--- src/sv/rdls_pkg.sv ---
// Shared types, constants and saturating arithmetic for the reaction-diffusion line step.
// No dependencies; used by the interfaces, controller, datapath and top level.
`timescale 1ns / 1ps

package rdls_pkg;

  localparam int VALUE_WIDTH   = 32;
  localparam int FRACTION_BITS = 24;
  localparam int PROD_WIDTH    = 2 * VALUE_WIDTH;

  typedef logic signed [VALUE_WIDTH-1:0] value_t;
  typedef logic signed [PROD_WIDTH-1:0]  prod_t;
  typedef logic signed [PROD_WIDTH:0]    prod_ext_t;

  localparam value_t VMAX = value_t'({1'b0, {(VALUE_WIDTH-1){1'b1}}});
  localparam value_t VMIN = value_t'({1'b1, {(VALUE_WIDTH-1){1'b0}}});
  localparam value_t ONE  = (FRACTION_BITS >= VALUE_WIDTH - 1) ? VMAX
                          : value_t'(longint'(1) << FRACTION_BITS);
  localparam prod_ext_t HALF = prod_ext_t'(1) <<< (FRACTION_BITS - 1);

  localparam value_t RST_DIFF   = value_t'(167772);
  localparam value_t RST_DT     = value_t'(167772);
  localparam value_t RST_LATENT = value_t'(83886080);
  localparam value_t RST_LEFT   = value_t'(-16777216);

  typedef enum logic [1:0] {
    CFG_DIFF   = 2'd0,
    CFG_DT     = 2'd1,
    CFG_LATENT = 2'd2,
    CFG_LEFT   = 2'd3
  } cfg_idx_t;

  typedef enum logic [2:0] {
    MUL_DTL,
    MUL_DL,
    MUL_R,
    MUL_DTR,
    MUL_RL
  } mul_op_t;

  typedef enum logic [1:0] {
    OUT_BOUND,
    OUT_MID,
    OUT_LAST
  } out_sel_t;

  typedef struct packed {
    logic     capture;
    logic     shift;
    logic     pre;
    logic     mul_issue;
    mul_op_t  mul_op;
    logic     sum;
    logic     out_load;
    out_sel_t out_sel;
  } dp_cmd_t;

  typedef struct packed {
    logic last;
  } dp_status_t;

  function automatic value_t sat_add(input value_t a, input value_t b);
    logic signed [VALUE_WIDTH:0] s;
    s = {a[VALUE_WIDTH-1], a} + {b[VALUE_WIDTH-1], b};
    if (s[VALUE_WIDTH] != s[VALUE_WIDTH-1]) begin
      return s[VALUE_WIDTH] ? VMIN : VMAX;
    end
    return s[VALUE_WIDTH-1:0];
  endfunction

  function automatic value_t sat_sub(input value_t a, input value_t b);
    logic signed [VALUE_WIDTH:0] s;
    s = {a[VALUE_WIDTH-1], a} - {b[VALUE_WIDTH-1], b};
    if (s[VALUE_WIDTH] != s[VALUE_WIDTH-1]) begin
      return s[VALUE_WIDTH] ? VMIN : VMAX;
    end
    return s[VALUE_WIDTH-1:0];
  endfunction

  // Round to nearest, ties away from zero, then clamp.
  function automatic value_t sat_round(input prod_t p);
    prod_ext_t s;
    prod_ext_t q;
    logic [PROD_WIDTH-VALUE_WIDTH+1:0] hi;
    s  = prod_ext_t'(p) + (p[PROD_WIDTH-1] ? (HALF - prod_ext_t'(1)) : HALF);
    q  = s >>> FRACTION_BITS;
    hi = q[PROD_WIDTH:VALUE_WIDTH-1];
    if (!((&hi) || !(|hi))) begin
      return q[PROD_WIDTH] ? VMIN : VMAX;
    end
    return q[VALUE_WIDTH-1:0];
  endfunction

endpackage

--- src/sv/rdls_if.sv ---
// Stream channel interfaces for cells in and results out.
// Depends on rdls_pkg for the value type.
`timescale 1ns / 1ps

interface rdls_in_if;
  logic              valid;
  logic              ready;
  rdls_pkg::value_t  cell_temp;
  rdls_pkg::value_t  cell_phase;
  logic              last_cell;

  modport source(output valid, cell_temp, cell_phase, last_cell, input ready);
  modport sink(input valid, cell_temp, cell_phase, last_cell, output ready);
endinterface

interface rdls_out_if;
  logic              valid;
  logic              ready;
  rdls_pkg::value_t  new_temp;
  rdls_pkg::value_t  new_phase;
  logic              line_end;

  modport source(output valid, new_temp, new_phase, line_end, input ready);
  modport sink(input valid, new_temp, new_phase, line_end, output ready);
endinterface

--- src/sv/rdls_dp.sv ---
// Datapath: config registers, cell window, shared multiplier with round/saturate stage,
// and the output register. Depends on rdls_pkg.
`timescale 1ns / 1ps

module rdls_dp (
  input  logic                clk,
  input  logic                rst,
  input  logic                cfg_write,
  input  logic [1:0]          cfg_index,
  input  rdls_pkg::value_t    cfg_data,
  input  rdls_pkg::value_t    cell_temp,
  input  rdls_pkg::value_t    cell_phase,
  input  logic                last_cell,
  input  rdls_pkg::dp_cmd_t   cmd,
  output rdls_pkg::dp_status_t status,
  output rdls_pkg::value_t    new_temp,
  output rdls_pkg::value_t    new_phase,
  output logic                line_end
);
  import rdls_pkg::*;

  value_t  diff, dt, latent, left_temp;
  value_t  tin, pin;
  logic    lastr;
  value_t  tl, tc, mp;
  value_t  pm1, lap;
  value_t  dtl, dl, r, np, rl, nt;
  value_t  mul_a, mul_b;
  prod_t   prod;
  value_t  mres;
  logic    wb_valid;
  mul_op_t wb_op;

  always_ff @(posedge clk) begin
    if (rst) begin
      diff      <= RST_DIFF;
      dt        <= RST_DT;
      latent    <= RST_LATENT;
      left_temp <= RST_LEFT;
    end else if (cfg_write) begin
      unique case (cfg_idx_t'(cfg_index))
        CFG_DIFF:   diff      <= cfg_data;
        CFG_DT:     dt        <= cfg_data;
        CFG_LATENT: latent    <= cfg_data;
        CFG_LEFT:   left_temp <= cfg_data;
        default:    diff      <= diff;
      endcase
    end
  end

  always_comb begin
    unique case (cmd.mul_op)
      MUL_DTL: begin mul_a = dt;  mul_b = latent; end
      MUL_DL:  begin mul_a = diff; mul_b = lap;   end
      MUL_R:   begin mul_a = pm1; mul_b = tc;     end
      MUL_DTR: begin mul_a = dt;  mul_b = r;      end
      MUL_RL:  begin mul_a = dtl; mul_b = r;      end
      default: begin mul_a = dt;  mul_b = latent; end
    endcase
  end

  assign mres = sat_round(prod);

  always_ff @(posedge clk) begin
    if (rst) begin
      wb_valid <= 1'b0;
      wb_op    <= MUL_DTL;
      tl       <= '0;
      tc       <= '0;
      mp       <= '0;
    end else begin
      wb_valid <= cmd.mul_issue;
      wb_op    <= cmd.mul_op;
      if (cmd.shift) begin
        tl <= tc;
        tc <= tin;
        mp <= pin;
      end
    end
  end

  always_ff @(posedge clk) begin
    prod <= prod_t'(mul_a) * prod_t'(mul_b);
    if (cmd.capture) begin
      tin   <= cell_temp;
      pin   <= cell_phase;
      lastr <= last_cell;
    end
    if (cmd.pre) begin
      pm1 <= sat_sub(mp, ONE);
      lap <= sat_sub(sat_add(tin, tl), sat_add(tc, tc));
    end
    if (wb_valid) begin
      unique case (wb_op)
        MUL_DTL: dtl <= mres;
        MUL_DL:  dl  <= mres;
        MUL_R:   r   <= tc[VALUE_WIDTH-1] ? mres : '0;
        MUL_DTR: np  <= sat_add(mp, mres);
        MUL_RL:  rl  <= mres;
        default: dtl <= dtl;
      endcase
    end
    if (cmd.sum) begin
      nt <= sat_add(tc, sat_add(dl, rl));
    end
    if (cmd.out_load) begin
      unique case (cmd.out_sel)
        OUT_BOUND: begin new_temp <= left_temp; new_phase <= pin; line_end <= lastr; end
        OUT_MID:   begin new_temp <= nt;        new_phase <= np;  line_end <= 1'b0;  end
        OUT_LAST:  begin new_temp <= nt;        new_phase <= pin; line_end <= 1'b1;  end
        default:   begin new_temp <= nt;        new_phase <= np;  line_end <= 1'b0;  end
      endcase
    end
  end

  assign status.last = lastr;

endmodule

--- src/sv/rdls_ctrl.sv ---
// Controller: handshakes, cell position tracking and the multiply schedule.
// Depends on rdls_pkg; drives the command struct of rdls_dp.
`timescale 1ns / 1ps

module rdls_ctrl (
  input  logic                 clk,
  input  logic                 rst,
  input  logic                 in_valid,
  output logic                 in_ready,
  output logic                 out_valid,
  input  logic                 out_ready,
  input  rdls_pkg::dp_status_t status,
  output rdls_pkg::dp_cmd_t    cmd
);
  import rdls_pkg::*;

  typedef enum logic [3:0] {
    ST_IDLE,
    ST_DISPATCH,
    ST_PRE,
    ST_M_DL,
    ST_M_R,
    ST_WAIT_R,
    ST_M_DTR,
    ST_M_RL,
    ST_WAIT_RL,
    ST_SUM,
    ST_EMIT_B,
    ST_EMIT_M,
    ST_EMIT_L
  } state_t;

  typedef enum logic [1:0] {
    POS_FIRST,
    POS_SECOND,
    POS_STEADY
  } pos_t;

  state_t state;
  pos_t   pos;
  logic   slot_free;

  assign in_ready  = (state == ST_IDLE);
  assign slot_free = !out_valid || out_ready;

  always_comb begin
    cmd           = '0;
    cmd.mul_op    = MUL_DTL;
    cmd.out_sel   = OUT_BOUND;
    cmd.capture   = in_valid && in_ready;
    unique case (state)
      ST_DISPATCH: cmd.shift = (pos == POS_SECOND) && !status.last;
      ST_PRE:      begin cmd.pre = 1'b1; cmd.mul_issue = 1'b1; cmd.mul_op = MUL_DTL; end
      ST_M_DL:     begin cmd.mul_issue = 1'b1; cmd.mul_op = MUL_DL;  end
      ST_M_R:      begin cmd.mul_issue = 1'b1; cmd.mul_op = MUL_R;   end
      ST_M_DTR:    begin cmd.mul_issue = 1'b1; cmd.mul_op = MUL_DTR; end
      ST_M_RL:     begin cmd.mul_issue = 1'b1; cmd.mul_op = MUL_RL;  end
      ST_SUM:      cmd.sum = 1'b1;
      ST_EMIT_B: begin
        cmd.out_load = slot_free;
        cmd.out_sel  = OUT_BOUND;
        cmd.shift    = slot_free && !status.last;
      end
      ST_EMIT_M: begin
        cmd.out_load = slot_free;
        cmd.out_sel  = OUT_MID;
        cmd.shift    = slot_free && !status.last;
      end
      ST_EMIT_L: begin
        cmd.out_load = slot_free;
        cmd.out_sel  = OUT_LAST;
      end
      default: cmd.sum = 1'b0;
    endcase
  end

  always_ff @(posedge clk) begin
    if (rst) begin
      state     <= ST_IDLE;
      pos       <= POS_FIRST;
      out_valid <= 1'b0;
    end else begin
      if (cmd.out_load) begin
        out_valid <= 1'b1;
      end else if (out_ready) begin
        out_valid <= 1'b0;
      end
      unique case (state)
        ST_IDLE: if (in_valid) begin
          state <= ST_DISPATCH;
        end
        ST_DISPATCH: begin
          unique case (pos)
            POS_FIRST: begin
              state <= ST_EMIT_B;
              pos   <= status.last ? POS_FIRST : POS_SECOND;
            end
            POS_SECOND: begin
              if (status.last) begin
                state <= ST_EMIT_B;
                pos   <= POS_FIRST;
              end else begin
                state <= ST_IDLE;
                pos   <= POS_STEADY;
              end
            end
            default: state <= ST_PRE;
          endcase
        end
        ST_PRE:     state <= ST_M_DL;
        ST_M_DL:    state <= ST_M_R;
        ST_M_R:     state <= ST_WAIT_R;
        ST_WAIT_R:  state <= ST_M_DTR;
        ST_M_DTR:   state <= ST_M_RL;
        ST_M_RL:    state <= ST_WAIT_RL;
        ST_WAIT_RL: state <= ST_SUM;
        ST_SUM:     state <= ST_EMIT_M;
        ST_EMIT_B: if (slot_free) begin
          state <= ST_IDLE;
        end
        ST_EMIT_M: if (slot_free) begin
          if (status.last) begin
            state <= ST_EMIT_L;
            pos   <= POS_FIRST;
          end else begin
            state <= ST_IDLE;
          end
        end
        ST_EMIT_L: if (slot_free) begin
          state <= ST_IDLE;
        end
        default: state <= ST_IDLE;
      endcase
    end
  end

`ifndef SYNTH
  a_load_slot_free: assert property (@(posedge clk) disable iff (rst)
    cmd.out_load |-> (!out_valid || out_ready))
    else $error("result loaded over a pending transfer");

  a_accept_dispatch: assert property (@(posedge clk) disable iff (rst)
    (in_valid && in_ready) |=> (state == ST_DISPATCH))
    else $error("accepted cell not dispatched");

  a_emit_last_pos: assert property (@(posedge clk) disable iff (rst)
    (state == ST_EMIT_L) |-> (pos == POS_FIRST))
    else $error("line end emitted without position reset");

  a_mul_in_compute: assert property (@(posedge clk) disable iff (rst)
    cmd.mul_issue |-> (pos == POS_STEADY))
    else $error("multiply issued outside an interior cell");
`endif

endmodule

--- src/sv/reaction_diffusion_line_step.sv ---
// Boundary results are loaded without any multiply; interior results pass through
// the multiply schedule. A new cell is accepted only in the idle state, so each cell
// is finished before the next is taken; the last cell emits two results. The single
// shared 32x32 multiplier with its round/saturate stage, used five times per interior
// cell, sets the pace; output stalls hold the controller in its emit states.
// Reset (synchronous, active high) loads register defaults and expects a line's first cell.
`timescale 1ns / 1ps

module reaction_diffusion_line_step_core (
  input  logic              clk,
  input  logic              rst,
  rdls_in_if.sink           cell_in,
  rdls_out_if.source        cell_out,
  input  logic              cfg_write,
  input  logic [1:0]        cfg_index,
  input  rdls_pkg::value_t  cfg_data
);
  import rdls_pkg::*;

  dp_cmd_t    cmd;
  dp_status_t status;

  rdls_ctrl u_ctrl (
    .clk       (clk),
    .rst       (rst),
    .in_valid  (cell_in.valid),
    .in_ready  (cell_in.ready),
    .out_valid (cell_out.valid),
    .out_ready (cell_out.ready),
    .status    (status),
    .cmd       (cmd)
  );

  rdls_dp u_dp (
    .clk        (clk),
    .rst        (rst),
    .cfg_write  (cfg_write),
    .cfg_index  (cfg_index),
    .cfg_data   (cfg_data),
    .cell_temp  (cell_in.cell_temp),
    .cell_phase (cell_in.cell_phase),
    .last_cell  (cell_in.last_cell),
    .cmd        (cmd),
    .status     (status),
    .new_temp   (cell_out.new_temp),
    .new_phase  (cell_out.new_phase),
    .line_end   (cell_out.line_end)
  );

endmodule

--- src/flat_wrapper.sv ---
// flat-port wrapper written by rule: the top's interface ports become plain ports
module reaction_diffusion_line_step_core_flat import rdls_pkg::*;
  (clk, rst, cfg_write, cfg_index, cfg_data, cell_in_valid, cell_in_cell_temp, cell_in_cell_phase, cell_in_last_cell, cell_in_ready, cell_out_valid, cell_out_new_temp, cell_out_new_phase, cell_out_line_end, cell_out_ready);
  rdls_in_if cell_in_i ();
  rdls_out_if cell_out_i ();
  input  logic clk;
  input  logic rst;
  input  logic cfg_write;
  input  logic [1:0] cfg_index;
  input  rdls_pkg::value_t cfg_data;
  input wire logic [$bits(cell_in_i.valid)-1:0] cell_in_valid;
  input wire logic [$bits(cell_in_i.cell_temp)-1:0] cell_in_cell_temp;
  input wire logic [$bits(cell_in_i.cell_phase)-1:0] cell_in_cell_phase;
  input wire logic [$bits(cell_in_i.last_cell)-1:0] cell_in_last_cell;
  output wire logic [$bits(cell_in_i.ready)-1:0] cell_in_ready;
  output wire logic [$bits(cell_out_i.valid)-1:0] cell_out_valid;
  output wire logic [$bits(cell_out_i.new_temp)-1:0] cell_out_new_temp;
  output wire logic [$bits(cell_out_i.new_phase)-1:0] cell_out_new_phase;
  output wire logic [$bits(cell_out_i.line_end)-1:0] cell_out_line_end;
  input wire logic [$bits(cell_out_i.ready)-1:0] cell_out_ready;
  assign cell_in_i.valid = cell_in_valid;
  assign cell_in_i.cell_temp = cell_in_cell_temp;
  assign cell_in_i.cell_phase = cell_in_cell_phase;
  assign cell_in_i.last_cell = cell_in_last_cell;
  assign cell_in_ready = cell_in_i.ready;
  assign cell_out_valid = cell_out_i.valid;
  assign cell_out_new_temp = cell_out_i.new_temp;
  assign cell_out_new_phase = cell_out_i.new_phase;
  assign cell_out_line_end = cell_out_i.line_end;
  assign cell_out_i.ready = cell_out_ready;
  reaction_diffusion_line_step_core u_core (.clk(clk), .rst(rst), .cell_in(cell_in_i), .cell_out(cell_out_i), .cfg_write(cfg_write), .cfg_index(cfg_index), .cfg_data(cfg_data));
endmodule
--- config.mk ---
export PLATFORM = sky130hd
export DESIGN_NAME = reaction_diffusion_line_step_core_flat
export DESIGN_NICKNAME = d
export VERILOG_FILES = /design/src/sv/rdls_pkg.sv /design/src/sv/rdls_if.sv /design/src/sv/rdls_dp.sv /design/src/sv/rdls_ctrl.sv /design/src/sv/reaction_diffusion_line_step.sv /design/src/flat_wrapper.sv
export SDC_FILE = /design/constraint.sdc
export NUM_CORES = 2
export LEC_CHECK = 0
export BUFFER_PORTS_ARGS = -buffer_cell sky130_fd_sc_hd__buf_2
export CELL_PAD_IN_SITES_DETAIL_PLACEMENT = 0
export CELL_PAD_IN_SITES_GLOBAL_PLACEMENT = 2
export CORE_MARGIN = 2
export CORE_UTILIZATION = 31
export CTS_BUF_LIST = sky130_fd_sc_hd__clkbuf_4 sky130_fd_sc_hd__clkbuf_8
export CTS_CLUSTER_SIZE = 8
export DETAILED_ROUTE_END_ITERATION = 12
export GPL_TIMING_DRIVEN = 1
export PLACE_DENSITY = 0.74
export SYNTH_ARGS = -nofsm -noshare
export SYNTH_HDL_FRONTEND = slang
export SYNTH_SLANG_ARGS = --single-unit
--- constraint.sdc ---
create_clock -name clk -period 10.4 [get_ports clk]
set_input_delay 2.6 -clock clk [delete_from_list [all_inputs] [get_ports clk]]
set_output_delay 2.6 -clock clk [all_outputs]
set_load 0.01 [all_outputs]
==> flow_summary.yaml <==
outcome:
  status: "completed"
drt:
  drc: 0
  drt_pass1_iterations: 13
  num_vias: 54780
  antenna_left: 0
  wirelength_um: 272700
  drt_iter0_drc: 5216
  wl_per_cell_um: 25.65
  detail_route.vias_per_cell: 5.153
sta:
  rsz0062_at_grt: "true"
  finClkSkew_ns: 0.07783
  hold_viol: 0
  post-route-period-util_pct: 97.01
  finalSetupViolCount: 0
  timing.final.crit_period_ns: 10.09
  setup_ws_ns: 0.3110
  maxSlewHeadroom_pct: 9.826
  fmax_ghz: 0.09912
  tightest_slew_ns: 1.338
  slew_violations: 0
clocking:
  cts_sinks: 685
  clock_insertion_delay_worst_skew_ns: 0.89
  clock_tree.buffer_depth: 3
  numCtsBuffers: 130
  cts_root_buf: "clkbuf_8"
  postCtsHoldBufs: 0
  cts_tree: "yes"
  h-tree-depth: 4
  path_clk_slew_ns: 0.06
logic_synthesis:
  synth_mux_area_share_pct: 1.177
  yosys.area_share.adder_pct: 38.54
  ys_warn_count: 0
  synth_ff_type: "edfxtp_1"
  synthesis.nets: 8848
  synth.distinct_cells: 97
  syn_area_per_cell_sq_um: 9.546
  synthArstFlopShare_pct: 0
  syn_area_sq_um: 69550
  ys_ff_latch: 685
  synth-simple-area-share_pct: 12.78
  synth_xor_area_share_pct: 3.046
  yosysSeqAreaShare_pct: 25.27
  synth-edff-count: 386
  synthCells: 7286
  synth_top_family_by_area: "adder cells"
  synth-compound-area-share_pct: 11.66
global_routing:
  grt_pass1_vias: 56150
  grt_pass1_wl_um: 397500
  grt_max_degree: 96
  grt_use_total_pct: 23.87
  grt_remaining_overflow: 0
  antenna_found_initial: 30
final_layout:
  postLayoutCoreUtil_pct: 35.15
  drive_above_1_share_pct: 11.76
  nFillCells: 22770
  final_net_count: 9104
  regArea_sq_um: 17580
  multi_input_area_sq_um: 47080
  synthToLayoutAreaGrowth_pct: 12.57
setup_path:
  cpMaxStageDelayCell: "a222oi_1"
  r2r_slack_ns: 0.31
  worst-r2r-cell-count: 35
  critPathMostFrequentCell: "fa_1"
  worstPathRequired_ns: 11.18
  setup.worst_path.end_class: "register"
  arrival_ns: 10.87
  path_max_fanout: 34
  start_kind: "register"
  crit_type: "reg2reg"
  max_stage_delay_ns: 0.81
floorplanning:
  row_count: 173
  fp.dieH_um: 477.7
  die-area_sq_um: 228200
  die_w_um: 477.7
  start_util_pct: 31.23
  core_area_sq_um: 222700
  pin_count: 171
job:
  drv_cap: 0
placed_design:
  dpl.hpwl_um: 225400
  gp_congestion: 0.9931
  io_buffer_count: 170
  post-place-ws_ns: 0.1310
min_path:
  hold_path_depth: 2
  worst_hold_path_type: "reg2reg"
-- repair_timing --
item / 4_1_cts / 5_1_grt
setup endpoints to repair: 0 / 15
buffers inserted: 0 / 8
gates resized for setup: 0 / 22
-- final timing paths --
path,from,end
worst min register to register,u_core.u_dp.left_temp[6],u_core.u_dp.left_temp[6]
worst max register to register,u_core.u_ctrl.state[2],u_core.u_dp.prod[62]
worst max-delay path,u_core.u_ctrl.state[2],u_core.u_dp.prod[62]
worst min-delay path,u_core.u_dp.left_temp[6],u_core.u_dp.left_temp[6]
-- layout make-up --
type / count / area share [%]
Tap cell: 2975 / 4.754
Antenna cell: 5 / 0.01598
Sequential cell: 685 / 22.46
Clock buffer: 194 / 2.963
Inverter: 993 / 4.775
Multi-Input combinational cell: 5242 / 60.13
Timing Repair Buffer: 490 / 4.364
Clock inverter: 46 / 0.5401
-- logic make-up (layout without fill, tap and decap cells) --
group	count (synthesis)	after routing
multiplexers	73	73
other	0	5
buffers and inverters	1359	1723
flip-flops	685	685
AO/OA/AOI/OAI	1296	1296
XOR/XNOR	241	241
AND/OR/NAND/NOR	2134	2134
adder cells (fa/ha/maj)	1498	1498
-- metal layers --
metal / share of wire (%) / track usage, % / vias to the layer above
li1: - / - / 24140
met1: 43 / 32.59 / 28150
met2: 45 / 37.65 / 2051
met3: 7.5 / 4.208 / 430
met4: 4.4 / 9.014 / 10
met5: 0.025 / 0 / -
-- layout by cell type (no fill, tap or decap), types with 138 or more instances in the layout --
cell	n
clkbuf_8	138
inv_1	987
a21o_1	158
edfxtp_1	386
buf_4	306
fa_1	1086
nand2_1	1112
buf_2	169
xnor2_1	168
o21ai_0	178
ha_1	370
a21oi_1	523
dfxtp_1	297
nor2_1	664
-- metrics by stage --
| stage | cell area (sq um) | hold slack [ns] | setup TNS [ns] | instances |
|---|---|---|---|---|
| finish | 78300 | 0.4545 | 0 | 10630 |
| global route | 78290 | 0.4681 | -0.02145 | 10630 |
| CTS | 78170 | 0.4541 | 0 | 10620 |
| detailed placement | 75420 | 0.4470 | 0 | 10380 |
| global placement | 75420 | 0.4379 | 0 | 10380 |
| floorplan | 69550 | 0.4317 | 0 | 7286 |
-- synthesized netlist by cell type (40+ instances only) --
master	instances	share of area, %
o21ai_1	56	0.40
o21a_1	78	0.84
o21bai_1	42	0.45
xor2_1	72	0.91
mux2_2	66	1.1
dfxtp_1	299	8.6
ha_1	371	6.7
a21o_1	158	1.7
buf_2	60	0.43
o21ai_0	187	1.3
edfxtp_1	386	17
nor2_1	669	3.6
fa_1	1087	31
a21oi_1	533	3.8
nor3_1	40	0.29
nand3_1	53	0.38
nand2_1	1112	6.0
inv_1	991	5.3
a222oi_1	63	0.91
xnor2_1	168	2.1
clkbuf_1	281	1.5
-- state kept, by name (all words and copies together), names as in the netlist, 2 cells and up --
name                   flops
u_core.u_dp.prod          64
u_core.u_dp.diff          32
u_core.u_dp.dl            32
u_core.u_dp.dt            32
u_core.u_dp.dtl           32
u_core.u_dp.lap           32
u_core.u_dp.latent        32
u_core.u_dp.left_temp     32
u_core.u_dp.mp            32
u_core.u_dp.new_phase     32
u_core.u_dp.new_temp      32
u_core.u_dp.np            32
u_core.u_dp.nt            32
u_core.u_dp.pin           32
u_core.u_dp.pm1           32
u_core.u_dp.r             32
u_core.u_dp.rl            32
u_core.u_dp.tc            32
u_core.u_dp.tin           32
u_core.u_dp.tl            32
u_core.u_ctrl.state        4
u_core.u_dp.wb_op          3
u_core.u_ctrl.pos          2
-- worst max-delay path: cells and delay by family (launching register included) --
family                   cells  cell delay, ns
AND/OR/NAND/NOR              6            0.93
AO/OA/AOI/OAI                8            2.29
buffers and inverters       11            1.49
XOR/XNOR                     1            0.15
flip-flops                   1            0.41
adder cells (fa/ha/maj)      9            4.67
Power is not shown: default switching activity piles up to over one toggle a cycle in this logic, so the estimate is an artifact.
